File: src/hw/rtl/bns_pkg.sv
// Shared types, constants and helpers for the bond neighbor search block.
package bns_pkg;

  localparam int MAX_POINTS   = 4096;
  localparam int MAX_BONDS    = 12;
  localparam int SUBDIVISIONS = 10;
  localparam int FRAC_BITS    = 12;
  localparam int RESULT_SLOTS = 12;
  localparam int BOND_LIMIT   = (MAX_BONDS < RESULT_SLOTS) ? MAX_BONDS : RESULT_SLOTS;

  localparam int AW      = $clog2(MAX_POINTS);
  localparam int CNT_W   = AW + 1;
  localparam int IDX_W   = 12;
  localparam int COORD_W = 20;
  localparam int CUT_W   = 16;
  localparam int MAXN_W  = 4;
  localparam int BOND_W  = $clog2(BOND_LIMIT + 1);
  localparam int DIF_W   = COORD_W + 1;
  localparam int D2_W    = 2 * DIF_W + 2;
  localparam int MID_W   = COORD_W + 8;
  localparam int OFF_W   = 20;
  localparam int SQ_W    = 2 * OFF_W;
  localparam int MK_W    = $clog2(SUBDIVISIONS + 2);
  localparam int NCIRC   = 3;

  // One unit of length in scaled midpoint coordinates
  localparam longint SCALE = longint'(1 << FRAC_BITS) * longint'(2 * SUBDIVISIONS);

  // Forbidden circles (scaled)
  localparam logic signed [MID_W-1:0] CIRC_X [NCIRC] =
    '{MID_W'(40 * SCALE), MID_W'(40 * SCALE), MID_W'(18 * SCALE)};
  localparam logic signed [MID_W-1:0] CIRC_Y [NCIRC] =
    '{MID_W'(14 * SCALE), MID_W'(36 * SCALE), MID_W'(35 * SCALE)};
  localparam logic signed [MID_W-1:0] CIRC_R [NCIRC] =
    '{MID_W'(5 * SCALE), MID_W'(5 * SCALE), MID_W'(4 * SCALE)};
  localparam logic [SQ_W+1:0] CIRC_R2 [NCIRC] =
    '{(SQ_W+2)'(25 * SCALE * SCALE), (SQ_W+2)'(25 * SCALE * SCALE),
      (SQ_W+2)'(16 * SCALE * SCALE)};

  // Notch tip and limits (scaled)
  localparam logic signed [MID_W-1:0] NOTCH_X = MID_W'(32 * SCALE);
  localparam logic signed [MID_W-1:0] NOTCH_Y = MID_W'(25 * SCALE);
  localparam logic signed [MID_W-1:0] NOTCH_U_BIG = MID_W'(2 * SCALE);
  localparam logic [MID_W+4:0] NOTCH_V_LIM = (MID_W+5)'(26 * SCALE);

  // Item modes
  localparam logic [1:0] MODE_LOAD   = 2'd0;
  localparam logic [1:0] MODE_QUERY  = 2'd1;
  localparam logic [1:0] MODE_CLEAR  = 2'd2;
  localparam logic [1:0] MODE_IGNORE = 2'd3;

  // Result status codes
  localparam logic [1:0] ST_OK     = 2'd0;
  localparam logic [1:0] ST_FULL   = 2'd1;
  localparam logic [1:0] ST_TRUNC  = 2'd2;
  localparam logic [1:0] ST_BADIDX = 2'd3;

  // Register indexes
  localparam logic [1:0] REG_NEAR = 2'd0;
  localparam logic [1:0] REG_FAR  = 2'd1;
  localparam logic [1:0] REG_MAXN = 2'd2;

  typedef struct packed {
    logic [1:0]                 mode;
    logic signed [COORD_W-1:0]  pos_x;
    logic signed [COORD_W-1:0]  pos_y;
    logic signed [COORD_W-1:0]  pos_z;
    logic [IDX_W-1:0]           query_index;
  } item_t;

  typedef struct packed {
    logic             layer;
    logic [IDX_W-1:0] from_index;
    logic [IDX_W-1:0] to_index;
    logic             has_bond;
    logic             last;
    logic [1:0]       status;
  } result_t;

  typedef struct packed {
    logic [CUT_W-1:0]  near_cutoff;
    logic [CUT_W-1:0]  far_cutoff;
    logic [MAXN_W-1:0] max_neighbors;
  } cfg_t;

  typedef struct packed {
    logic             busy;
    logic [CNT_W-1:0] count;
  } back_stat_t;

  function automatic logic [2*DIF_W-1:0] sq_dif(input logic signed [DIF_W-1:0] v);
    logic [DIF_W-1:0]   a;
    logic [2*DIF_W-1:0] p;
    a = v[DIF_W-1] ? DIF_W'(-v) : DIF_W'(v);
    p = a * a;
    return p;
  endfunction

  function automatic logic [SQ_W-1:0] sq_off(input logic signed [OFF_W-1:0] v);
    logic [OFF_W-1:0] a;
    logic [SQ_W-1:0]  p;
    a = v[OFF_W-1] ? OFF_W'(-v) : OFF_W'(v);
    p = a * a;
    return p;
  endfunction

endpackage

File: src/hw/rtl/bns_cfg.sv
// APB configuration registers: near cutoff, far cutoff, bond limit.
module bns_cfg
  import bns_pkg::*;
(
  input  logic        clk,
  input  logic        rst,
  input  logic        psel,
  input  logic        penable,
  input  logic        pwrite,
  input  logic [3:0]  paddr,
  input  logic [31:0] pwdata,
  output logic [31:0] prdata,
  output logic        pready,
  output cfg_t        cfg
);

  logic       wr_en;
  logic [1:0] reg_sel;

  assign pready  = 1'b1;
  assign wr_en   = psel && penable && pwrite;
  assign reg_sel = paddr[3:2];

  // register writes
  always_ff @(posedge clk) begin
    if (rst) begin
      cfg.near_cutoff   <= CUT_W'(1324);
      cfg.far_cutoff    <= CUT_W'(2293);
      cfg.max_neighbors <= MAXN_W'(12);
    end else if (wr_en) begin
      unique case (reg_sel)
        REG_NEAR: cfg.near_cutoff   <= pwdata[CUT_W-1:0];
        REG_FAR:  cfg.far_cutoff    <= pwdata[CUT_W-1:0];
        REG_MAXN: cfg.max_neighbors <= pwdata[MAXN_W-1:0];
        default: ;
      endcase
    end
  end

  // read mux
  always_comb begin
    unique case (reg_sel)
      REG_NEAR: prdata = 32'(cfg.near_cutoff);
      REG_FAR:  prdata = 32'(cfg.far_cutoff);
      REG_MAXN: prdata = 32'(cfg.max_neighbors);
      default:  prdata = 32'd0;
    endcase
  end

endmodule

File: config.mk
export PLATFORM = sky130hd
export DESIGN_NAME = bns_cfg
export DESIGN_NICKNAME = d
export VERILOG_FILES = /design/src/hw/rtl/bns_pkg.sv /design/src/hw/rtl/bns_cfg.sv
export SDC_FILE = /design/constraint.sdc
export NUM_CORES = 1
export LEC_CHECK = 0
export ABC_AREA = 1
export BUFFER_PORTS_ARGS = -buffer_cell sky130_fd_sc_hd__buf_4
export CORE_MARGIN = 5
export CORE_UTILIZATION = 46
export DETAILED_ROUTE_END_ITERATION = 8
export PLACE_DENSITY = 0.85
export SLEW_MARGIN = 30
export SYNTH_ARGS = -nofsm -noshare
export SYNTH_HDL_FRONTEND = slang
export SYNTH_SLANG_ARGS = --single-unit
File: constraint.sdc
create_clock -name clk -period 2.5 [get_ports clk]
set_input_delay 0.25 -clock clk [delete_from_list [all_inputs] [get_ports clk]]
set_output_delay 0.25 -clock clk [all_outputs]
set_load 0.1 [all_outputs]
==> impl_results.md <==
* Drt pass-1 iters at 4
* Initial antenna violation count at 0
* PortBufs at 74
* Reg2reg start: cfg[20]
* Cts hold-fix bufs at 0
* Max-Cap Viols at 0
* Vias in the first global route at ~1,700
* CP startpoint kind: input port
* Worst Hold Depth at 3
* Fin crit share at 68.3%
* Residual DRC at 0
* Switching share of power at 40.1%
* Total net switching power at 0.000595 W
* Synth area leader: dfxtp_1
* Setup TNS at 0 ns
* Skew-Pair Late Insertion Delay at slightly below 0.3 ns
* Mapped Avg Cell Area at 6.92 µm²
* Top reg by flops: cfg
* RSZ-0062 raised after global routing: false
* Register area share after synthesis at between 40% and 50%
* CP max FO at 26
* Worst EP arrival at 1.46 ns
* Worst vdd ir at between 0.3 and 0.4 mV
* Setup crit end kind: primary output
* Pin count of the biggest net entering global routing at 37
* Max-slew headroom at 57.1%
* Layout Nets at around 370
* Crit path kind: input port to primary output
* Drt wl/cell at 12.8 µm
* Power per cell area at between 600 and 700 nW/µm²
* Hold Path Sink: cfg[4]
* Most area-consuming cells after synthesis: dfxtp_1, nand2_1, nand3_1
* Fmax at 586 MHz
* Sink Count at 36
* Core Area at 3720 µm²
* R2R Path End: cfg[20]
* Overall routing resource usage at between 10% and 20%
* P_int at 0.000888 W
* Clock share of power at 28.6%
* Synth Register Bits at 36
* Drt total wl at between 4000 and 5000 µm
* Critical Path RT at 2.25 ns
* Detailed Route Iter0 Violations at 139
* Worst-Margin Slew at approximately 0.64 ns
* Leakage power at about 1.2 nW
* CTS clk-pin slew, worst paths at roughly 0.070 ns
* Finished Layout Cells at roughly 380
* Largest regs: cfg x36
* Die area at about 5200 µm²
* Synth Cell Area at 1780 µm²
* TritonCTS Buffers at 5
* YS warnings at 0
* Final Core Density at a little under two thirds
* Ant diodes at 0
* Fill cells at ~370
* Final Hold Vio Count at 0
* Combinational Power Share at 31.2%
* Starting Density at 47.9%
* Final Critical Period at approximately 1.7 ns
* Synth-to-layout area growth at 32.8%
* Die Y at 72.2 µm
* Detail Route Antenna Nets at 0
* Site Rows at 22
* Min-delay src: pwdata[0]
* Reg2reg setup slack at 1.89 ns
* Vias per cell at 4.78
* Hpwl dp at ~3400 µm
* Total grt overflow at 0
* Synth cell types at 15
* CTS tree: built
* Sequential power share at approximately 40%
* Final Max Tran Viols at 0
* Status: finished clean
* Post-CTS setup buffer count at 0
* Synth top area share at 40.5%
* Flip-flop count of the largest register after layout at 36
* Clock buffer depth at 2
* Clk_skew at 0 ns
* Die width at 72.2 µm
* Total number of H-tree levels at 2
* GPL Wtd Cong at 0.728
* DP Cell Count at 368
* Final setup viols at 0
* Register-to-Register Path Depth at 2
* Post-CTS sizing at 0
* CTS Root Cell: clkbuf_8
* Total number of vias at 1,799
* Hold Path Class: input port to flop
* Share of layout cells above drive strength 1 at 27.4%
* Synthesized instance count at 257
* Overall Power at between 0.001 and 0.0015 W
* Global-route wire length before repair at 7910 µm
* Number of I/O pins at between 100 and 150
through the flow:
stage	area [µm²]	setup slack [ns]	hold WS, ns
after floorplan	1840	0.406	0.376
after global placement	2270	0.761	0.465
after detailed placement	2270	0.761	0.470
after CTS	2360	0.762	0.173
after global routing	2360	0.691	0.183
final	2360	0.794	0.177
cell usage in the layout, fill, tap and decap left out:
cell type / netlist / routed
dfxtp_1: 36 / 36
clkbuf_8: 0 / 6
nor2_4: 3 / 3
conb_1: 2 / 17
nor2_2: 2 / 2
clkinv_2: 0 / 2
buf_4: 21 / 76
nand2_1: 69 / 69
inv_2: 0 / 1
nand3_1: 41 / 41
a22o_1: 12 / 12
nor2_1: 46 / 46
inv_1: 17 / 17
per-layer routing:
metal | global-route usage [%] | up-vias | wire (µm)
met5 | 0 | - | 0
met4 | 7.52 | 0 | 57
met3 | 4.71 | 7 | 368
met2 | 33.7 | 61 | 2430
met1 | 22.4 | 816 | 1980
li1 | - | 915 | -
logic make-up (layout without fill, tap and decap cells):
logic type	Yosys count	in the layout	share of synthesized area, %
AND/OR/NAND/NOR	161	161	38.4
other	2	17	0.422
AO/OA/AOI/OAI	12	12	5.91
flip-flops	36	36	40.5
buffers and inverters	46	102	14.8
power by group through the flow:
stage	registers, W	clock network [W]	logic [W]
floorplan	0.000699	0	0.000306
global placement	0.000608	0	0.000460
detailed placement	0.000609	0	0.000463
CTS	0.000596	0.000435	0.000464
global route	0.000598	0.000458	0.000483
finish	0.000596	0.000424	0.000462
how the worst max path moves through the flow:
stage          startpoint    endpoint
4_1_cts          paddr[2]  prdata[15]
3_3_place_gp     paddr[2]   prdata[3]
5_1_grt          paddr[2]  prdata[14]
3_5_place_dp     paddr[2]   prdata[1]
6_report         paddr[2]  prdata[14]
2_1_floorplan     cfg[31]  prdata[11]
layout make-up:
cell class / instances / area [µm²] / area share, %
clock buffers: 6 / 82.6 / 3.49
clock inverters: 2 / 10.0 / 0.424
inverters: 18 / 67.6 / 2.86
multi-input cells: 190 / 852 / 36.1
flip-flops and latches: 36 / 721 / 30.5
well taps: 48 / 60.1 / 2.54
repair buffers: 76 / 571 / 24.1
worst max-delay path: stages:
cell    delay, ns
buf_4        0.10
inv_1        0.07
nor2_4       0.51
a22o_1       0.23
buf_4        0.29
synth_stat cells:
cell type and instances:
conb_1 2, inv_1 17, clkbuf_1 2, a22o_1 12, nand3_1 41, clkinv_1 1
nand2_1 69, nor2_2 2, dfxtp_1 36, buf_2 3, buf_6 1, buf_4 21
nor2_1 46, nor2_4 3, buf_1 1
Power figures use the tool's default switching activity.
