===== config.mk =====
export PLATFORM = sky130hd
export DESIGN_NAME = bns_front_flat
export DESIGN_NICKNAME = d
export VERILOG_FILES = /design/src/hw/rtl/bns_pkg.sv /design/src/hw/rtl/bns_if.sv /design/src/hw/rtl/bns_front.sv /design/src/flat_wrapper.sv
export SDC_FILE = /design/constraint.sdc
export NUM_CORES = 1
export LEC_CHECK = 0
export CAP_MARGIN = 10
export CELL_PAD_IN_SITES_DETAIL_PLACEMENT = 0
export CELL_PAD_IN_SITES_GLOBAL_PLACEMENT = 1
export CORE_ASPECT_RATIO = 1.1
export CORE_MARGIN = 5
export CORE_UTILIZATION = 40
export CTS_CLUSTER_DIAMETER = 200
export DETAILED_ROUTE_END_ITERATION = 10
export DONT_BUFFER_PORTS = 1
export PLACE_DENSITY = 0.7
export SYNTH_ARGS = -nofsm -noshare
export SYNTH_HDL_FRONTEND = slang
export SYNTH_SLANG_ARGS = --single-unit

===== constraint.sdc =====
create_clock -name clk -period 5 [get_ports clk]
set_clock_uncertainty 0.1 [all_clocks]
set_input_delay 0.75 -clock clk [delete_from_list [all_inputs] [get_ports clk]]
set_output_delay 0.75 -clock clk [all_outputs]
set_load 0.1 [all_outputs]

===== src/hw/rtl/bns_pkg.sv =====
// Shared types, constants and helpers for the bond neighbor search block.
package bns_pkg;

  localparam int MAX_POINTS   = 4096;
  localparam int MAX_BONDS    = 12;
  localparam int SUBDIVISIONS = 10;
  localparam int FRAC_BITS    = 12;
  localparam int RESULT_SLOTS = 12;
  localparam int BOND_LIMIT   = (MAX_BONDS < RESULT_SLOTS) ? MAX_BONDS : RESULT_SLOTS;

  localparam int AW      = $clog2(MAX_POINTS);
  localparam int CNT_W   = AW + 1;
  localparam int IDX_W   = 12;
  localparam int COORD_W = 20;
  localparam int CUT_W   = 16;
  localparam int MAXN_W  = 4;
  localparam int BOND_W  = $clog2(BOND_LIMIT + 1);
  localparam int DIF_W   = COORD_W + 1;
  localparam int D2_W    = 2 * DIF_W + 2;
  localparam int MID_W   = COORD_W + 8;
  localparam int OFF_W   = 20;
  localparam int SQ_W    = 2 * OFF_W;
  localparam int MK_W    = $clog2(SUBDIVISIONS + 2);
  localparam int NCIRC   = 3;

  // One unit of length in scaled midpoint coordinates
  localparam longint SCALE = longint'(1 << FRAC_BITS) * longint'(2 * SUBDIVISIONS);

  // Forbidden circles (scaled)
  localparam logic signed [MID_W-1:0] CIRC_X [NCIRC] =
    '{MID_W'(40 * SCALE), MID_W'(40 * SCALE), MID_W'(18 * SCALE)};
  localparam logic signed [MID_W-1:0] CIRC_Y [NCIRC] =
    '{MID_W'(14 * SCALE), MID_W'(36 * SCALE), MID_W'(35 * SCALE)};
  localparam logic signed [MID_W-1:0] CIRC_R [NCIRC] =
    '{MID_W'(5 * SCALE), MID_W'(5 * SCALE), MID_W'(4 * SCALE)};
  localparam logic [SQ_W+1:0] CIRC_R2 [NCIRC] =
    '{(SQ_W+2)'(25 * SCALE * SCALE), (SQ_W+2)'(25 * SCALE * SCALE),
      (SQ_W+2)'(16 * SCALE * SCALE)};

  // Notch tip and limits (scaled)
  localparam logic signed [MID_W-1:0] NOTCH_X = MID_W'(32 * SCALE);
  localparam logic signed [MID_W-1:0] NOTCH_Y = MID_W'(25 * SCALE);
  localparam logic signed [MID_W-1:0] NOTCH_U_BIG = MID_W'(2 * SCALE);
  localparam logic [MID_W+4:0] NOTCH_V_LIM = (MID_W+5)'(26 * SCALE);

  // Item modes
  localparam logic [1:0] MODE_LOAD   = 2'd0;
  localparam logic [1:0] MODE_QUERY  = 2'd1;
  localparam logic [1:0] MODE_CLEAR  = 2'd2;
  localparam logic [1:0] MODE_IGNORE = 2'd3;

  // Result status codes
  localparam logic [1:0] ST_OK     = 2'd0;
  localparam logic [1:0] ST_FULL   = 2'd1;
  localparam logic [1:0] ST_TRUNC  = 2'd2;
  localparam logic [1:0] ST_BADIDX = 2'd3;

  // Register indexes
  localparam logic [1:0] REG_NEAR = 2'd0;
  localparam logic [1:0] REG_FAR  = 2'd1;
  localparam logic [1:0] REG_MAXN = 2'd2;

  typedef struct packed {
    logic [1:0]                 mode;
    logic signed [COORD_W-1:0]  pos_x;
    logic signed [COORD_W-1:0]  pos_y;
    logic signed [COORD_W-1:0]  pos_z;
    logic [IDX_W-1:0]           query_index;
  } item_t;

  typedef struct packed {
    logic             layer;
    logic [IDX_W-1:0] from_index;
    logic [IDX_W-1:0] to_index;
    logic             has_bond;
    logic             last;
    logic [1:0]       status;
  } result_t;

  typedef struct packed {
    logic [CUT_W-1:0]  near_cutoff;
    logic [CUT_W-1:0]  far_cutoff;
    logic [MAXN_W-1:0] max_neighbors;
  } cfg_t;

  typedef struct packed {
    logic             busy;
    logic [CNT_W-1:0] count;
  } back_stat_t;

  function automatic logic [2*DIF_W-1:0] sq_dif(input logic signed [DIF_W-1:0] v);
    logic [DIF_W-1:0]   a;
    logic [2*DIF_W-1:0] p;
    a = v[DIF_W-1] ? DIF_W'(-v) : DIF_W'(v);
    p = a * a;
    return p;
  endfunction

  function automatic logic [SQ_W-1:0] sq_off(input logic signed [OFF_W-1:0] v);
    logic [OFF_W-1:0] a;
    logic [SQ_W-1:0]  p;
    a = v[OFF_W-1] ? OFF_W'(-v) : OFF_W'(v);
    p = a * a;
    return p;
  endfunction

endpackage


===== src/hw/rtl/bns_if.sv =====
// Request channel interfaces for input items and result items.
interface bns_in_if;
  import bns_pkg::*;
  logic                      valid;
  logic                      ready;
  logic [1:0]                mode;
  logic signed [COORD_W-1:0] pos_x;
  logic signed [COORD_W-1:0] pos_y;
  logic signed [COORD_W-1:0] pos_z;
  logic [IDX_W-1:0]          query_index;
  modport source (output valid, mode, pos_x, pos_y, pos_z, query_index, input ready);
  modport sink   (input valid, mode, pos_x, pos_y, pos_z, query_index, output ready);
endinterface



===== src/hw/rtl/bns_front.sv =====
// Front end: accepts items, drops unused modes, queues work for the back end.
module bns_front
  import bns_pkg::*;
(
  input  logic   clk,
  input  logic   rst,
  bns_in_if.sink items,
  output logic   q_valid,
  output item_t  q_item,
  input  logic   q_pop
);

  localparam int QD = 2;

  item_t      qbuf [QD];
  logic       wr_ptr;
  logic       rd_ptr;
  logic [1:0] fill;
  logic       push;
  item_t      in_item;

  assign in_item = '{mode: items.mode, pos_x: items.pos_x, pos_y: items.pos_y,
                     pos_z: items.pos_z, query_index: items.query_index};

  assign items.ready = (fill != 2'(QD));
  assign push    = items.valid && items.ready && (items.mode != MODE_IGNORE);
  assign q_valid = (fill != 2'd0);
  assign q_item  = qbuf[rd_ptr];

  // queue control
  always_ff @(posedge clk) begin
    if (rst) begin
      wr_ptr <= 1'b0;
      rd_ptr <= 1'b0;
      fill   <= 2'd0;
    end else begin
      if (push)  wr_ptr <= ~wr_ptr;
      if (q_pop) rd_ptr <= ~rd_ptr;
      fill <= fill + 2'(push) - 2'(q_pop);
    end
  end

  // queue storage
  always_ff @(posedge clk) begin
    if (push) qbuf[wr_ptr] <= in_item;
  end

endmodule


===== src/flat_wrapper.sv =====
// flat-port wrapper written by rule: the top's interface ports become plain ports
module bns_front_flat import bns_pkg::*;
  (clk, rst, q_valid, q_item, q_pop, items_valid, items_mode, items_pos_x, items_pos_y, items_pos_z, items_query_index, items_ready);
  bns_in_if items_i ();
  input  logic clk;
  input  logic rst;
  output logic q_valid;
  output item_t q_item;
  input  logic q_pop;
  input wire logic [$bits(items_i.valid)-1:0] items_valid;
  input wire logic [$bits(items_i.mode)-1:0] items_mode;
  input wire logic [$bits(items_i.pos_x)-1:0] items_pos_x;
  input wire logic [$bits(items_i.pos_y)-1:0] items_pos_y;
  input wire logic [$bits(items_i.pos_z)-1:0] items_pos_z;
  input wire logic [$bits(items_i.query_index)-1:0] items_query_index;
  output wire logic [$bits(items_i.ready)-1:0] items_ready;
  assign items_i.valid = items_valid;
  assign items_i.mode = items_mode;
  assign items_i.pos_x = items_pos_x;
  assign items_i.pos_y = items_pos_y;
  assign items_i.pos_z = items_pos_z;
  assign items_i.query_index = items_query_index;
  assign items_ready = items_i.ready;
  bns_front u_core (.clk(clk), .rst(rst), .items(items_i), .q_valid(q_valid), .q_item(q_item), .q_pop(q_pop));
endmodule

==> results by group <==
Run status
  • Status: finished, final reports clean

Critical path
  • Critical path capture point type: output pin
  • Crit path max fanout: 46
  • Arrival time at the worst endpoint: 2.41 ns
  • Setup slack of the most critical reg-to-reg path: 2.60 ns
  • Launch instance of the worst register-to-register path: u_core.fill[1]
  • Endpoint required time on the critical path: 4.15 ns
  • Startpoint type of the worst setup path: register
  • Category of the critical setup timing path: register to output pin
  • Reg2reg end: u_core.qbuf[1][22]
  • Depth of the most critical reg-to-reg path: 3

Clock tree
  • Clock tree buffer depth: 2
  • TritonCTS Buffers: 17
  • Clk_lat worst skew: 0.40 ns
  • Hold buffer count at cts: 0
  • Root buffer cell: sky130_fd_sc_hd__clkbuf_16
  • Depth of the CTS H-tree: 4
  • Clock sinks: 153
  • Clk pin slew, worst setup/hold paths: 0.05 ns
  • Post CTS Setup Buffer Count: 0
  • CTS tree: yes
  • Cells resized by post-CTS repair: 0

Hold path
  • Hold/Removal Path Class: input pin to register
  • Min-Delay Endpoint: u_core.fill[0]
  • Hold path startpoint: rst
  • Hold path cells: 1

GRT
  • Remaining global-route overflow: 0
  • Global-route usage over all layers: 0.110
  • Vias in the first global route: 2,550
  • Global-route wire length before repair: 14,000 um
  • Met3 capacity usage during global routing: 0.0839
  • Most utilized layer in the global route result: met2
  • Global Route met1 Usage: 0.103
  • GR Layer Usage met2: 0.183
  • Number of antenna violations at the first check in global routing: 0
  • Largest net degree at the start of global routing: 75

Power and ir drop
  • Max IR drop VDD: 0.240 mV
  • PD cells: 539 nW/um2
  • Overall Power: 3.56 mW
  • Total leakage power: 2.26 nW

Job
  • Reported max-cap violation count: 0

Synth
  • Net count of the mapped netlist: 336
  • Top cell type by total area after synthesis: sky130_fd_sc_hd__edfxtp_1
  • Post-synthesis cell type count: 26
  • Sequential cell area fraction in the yosys report: 0.777
  • Top cells by area in the synthesized netlist: sky130_fd_sc_hd__edfxtp_1, sky130_fd_sc_hd__mux2_4, sky130_fd_sc_hd__mux2_2
  • Yosys warning total: 0
  • Flop and latch count out of synthesis: 153
  • Synth top area share: 0.760
  • Mapped cell area: 5850 um2
  • Average footprint of a synthesized cell: 22.7 um2
  • Synth Instances: 257

Route
  • Vias: 2,320
  • # DRC: 0
  • Number of nets still failing antenna checks after routing: 0
  • DRT Wirelength: 9240 um
  • Router iterations before antenna repair: 4
  • Avg WL per Cell: 19.4 um
  • 1st-iter DRT viols: 120
  • Via density per instance: 4.87

Layout
  • Count of nets after finishing: 350
  • Share of post-route cells with drive strength above 1: 0.394
  • Post-route design area: 6600 um2
  • Number of antenna repair diodes: 0
  • Synthesis-to-layout area growth: 12.9%

Die
  • # IOs: 154
  • Site Rows: 46
  • Vert. Die Dim: 137 um
  • Die span in x: 125 um
  • Core outline area: 14,400 um2
  • Area of the die: 17,100 um2
  • Starting utilization of the core area: 0.406

Timing
  • Final critical-path share of the clock period: 0.652
  • Achievable frequency: 0.307 GHz
  • Slew Limit Headroom: 0.308
  • Slew at the pin closest to its max-slew limit: 1.04 ns
  • Total count of hold-check failures in the final report: 0
  • Minimum period implied by the final worst setup slack: 3.26 ns
  • Setup tns final: 0 ns
  • Total of endpoints with negative setup slack in the final report: 0
  • Number of max-slew violations in the final report: 0
  • Unrepaired setup endpoints after global routing: false

Placed design
  • Total cell area at the placement stage: 6040 um2
  • Placed wire-length estimate after detailed placement: 6190 um
  • Count of input and output buffers: 0
  • Routability congestion estimate: 0.667
logic make-up (layout without fill, tap and decap cells):
group,after synthesis,count (layout),share of synthesized area
simple gates,9,9,0.0107
mux,74,74,0.181
flops,153,153,0.777
compound gates,7,7,0.00942
fa+ha+maj,1,1,0.00214
xor+xnor,2,2,0.00300
buf+inv,11,38,0.0163
report_power, final:
part	internal [mW]	leakage, nW	switching [mW]
Sequential	1.51	1.41	0.0405
Combinational	0.138	0.590	0.683
Clock	0.728	0.262	0.457
through the flow:
stage	std cells	hold WS [ns]	worst slack, ns	utilization
4_1_cts	476	0.281	1.69	0.459
6_report	476	0.308	1.74	0.459
2_1_floorplan	257	0.380	0.582	-
5_1_grt	476	0.281	1.62	0.459
3_5_place_dp	444	0.411	2.14	0.420
3_3_place_gp	444	0.397	2.18	0.420
critical path, stage by stage, from the launching register on:
cell                      delay [ns]
sky130_fd_sc_hd__dfxtp_4        0.86
sky130_fd_sc_hd__buf_4          0.58
sky130_fd_sc_hd__mux2_4         0.49
state kept, by name (all words and copies together) (netlist names), named ones only:
| signal | flops |
|---|---|
| u_core.fill | 2 |
| u_core.qbuf | 148 |
| u_core.wr_ptr | 1 |
| u_core.rd_ptr | 1 |
synthesized netlist by cell type:
cell type and number:
sky130_fd_sc_hd__a21bo_2 1, sky130_fd_sc_hd__a21boi_0 1, sky130_fd_sc_hd__a21boi_2 1, sky130_fd_sc_hd__a21oi_1 1, sky130_fd_sc_hd__a31oi_1 1, sky130_fd_sc_hd__and3_1 1, sky130_fd_sc_hd__buf_2 1, sky130_fd_sc_hd__buf_6 7
sky130_fd_sc_hd__dfxtp_1 5, sky130_fd_sc_hd__edfxtp_1 148, sky130_fd_sc_hd__ha_1 1, sky130_fd_sc_hd__inv_1 2, sky130_fd_sc_hd__inv_2 1, sky130_fd_sc_hd__mux2_2 14, sky130_fd_sc_hd__mux2_4 60, sky130_fd_sc_hd__nand3_1 1
sky130_fd_sc_hd__nand4_1 1, sky130_fd_sc_hd__nor2_1 2, sky130_fd_sc_hd__nor2b_4 1, sky130_fd_sc_hd__nor3_2 1, sky130_fd_sc_hd__nor3b_1 1, sky130_fd_sc_hd__o21ai_0 1, sky130_fd_sc_hd__o21ba_1 1, sky130_fd_sc_hd__or2_2 1
sky130_fd_sc_hd__xnor2_1 1, sky130_fd_sc_hd__xor2_1 1
layout by cell type (no fill, tap or decap), drive strengths merged:
cell type and instances:
a21boi 2, o21ba 1, nor2b 1, nand4 1
a21bo 1, nand3 1, mux2 74, xor2 1
clkinvlp 4, ha 1, inv 4, clkbuf 19
xnor2 1, edfxtp 148, a21oi 1, dfxtp 5
and3 1, or2 1, bufinv 2, nor3 1
nor2 2, clkinv 6, buf 3, o21ai 1
a31oi 1, nor3b 1
worst max path at each step:
stage	slack, ns	endpoint
after CTS	1.69	q_item[46]
after floorplan	0.58	u_core.qbuf[0][0]
final	1.74	q_item[46]
after global routing	1.62	q_item[43]
after global placement	2.18	q_item[43]
after detailed placement	2.14	q_item[46]
layer usage:
metal	part of all wire	vias up
met5	0	-
met4	0.014	0
met3	0.13	11
met2	0.53	104
met1	0.33	1159
li1	-	1046
cell type report:
class                           count  area, um2
Inverter                            3       11.3
Clock buffer                       19        433
Multi-Input combinational cell     93       1220
Fill cell                        1235       7790
Sequential cell                   153       4550
Tap cell                          192        240
Timing Repair Buffer                3       22.5
Clock inverter                     13        129
Power figures use the tool's default switching activity.
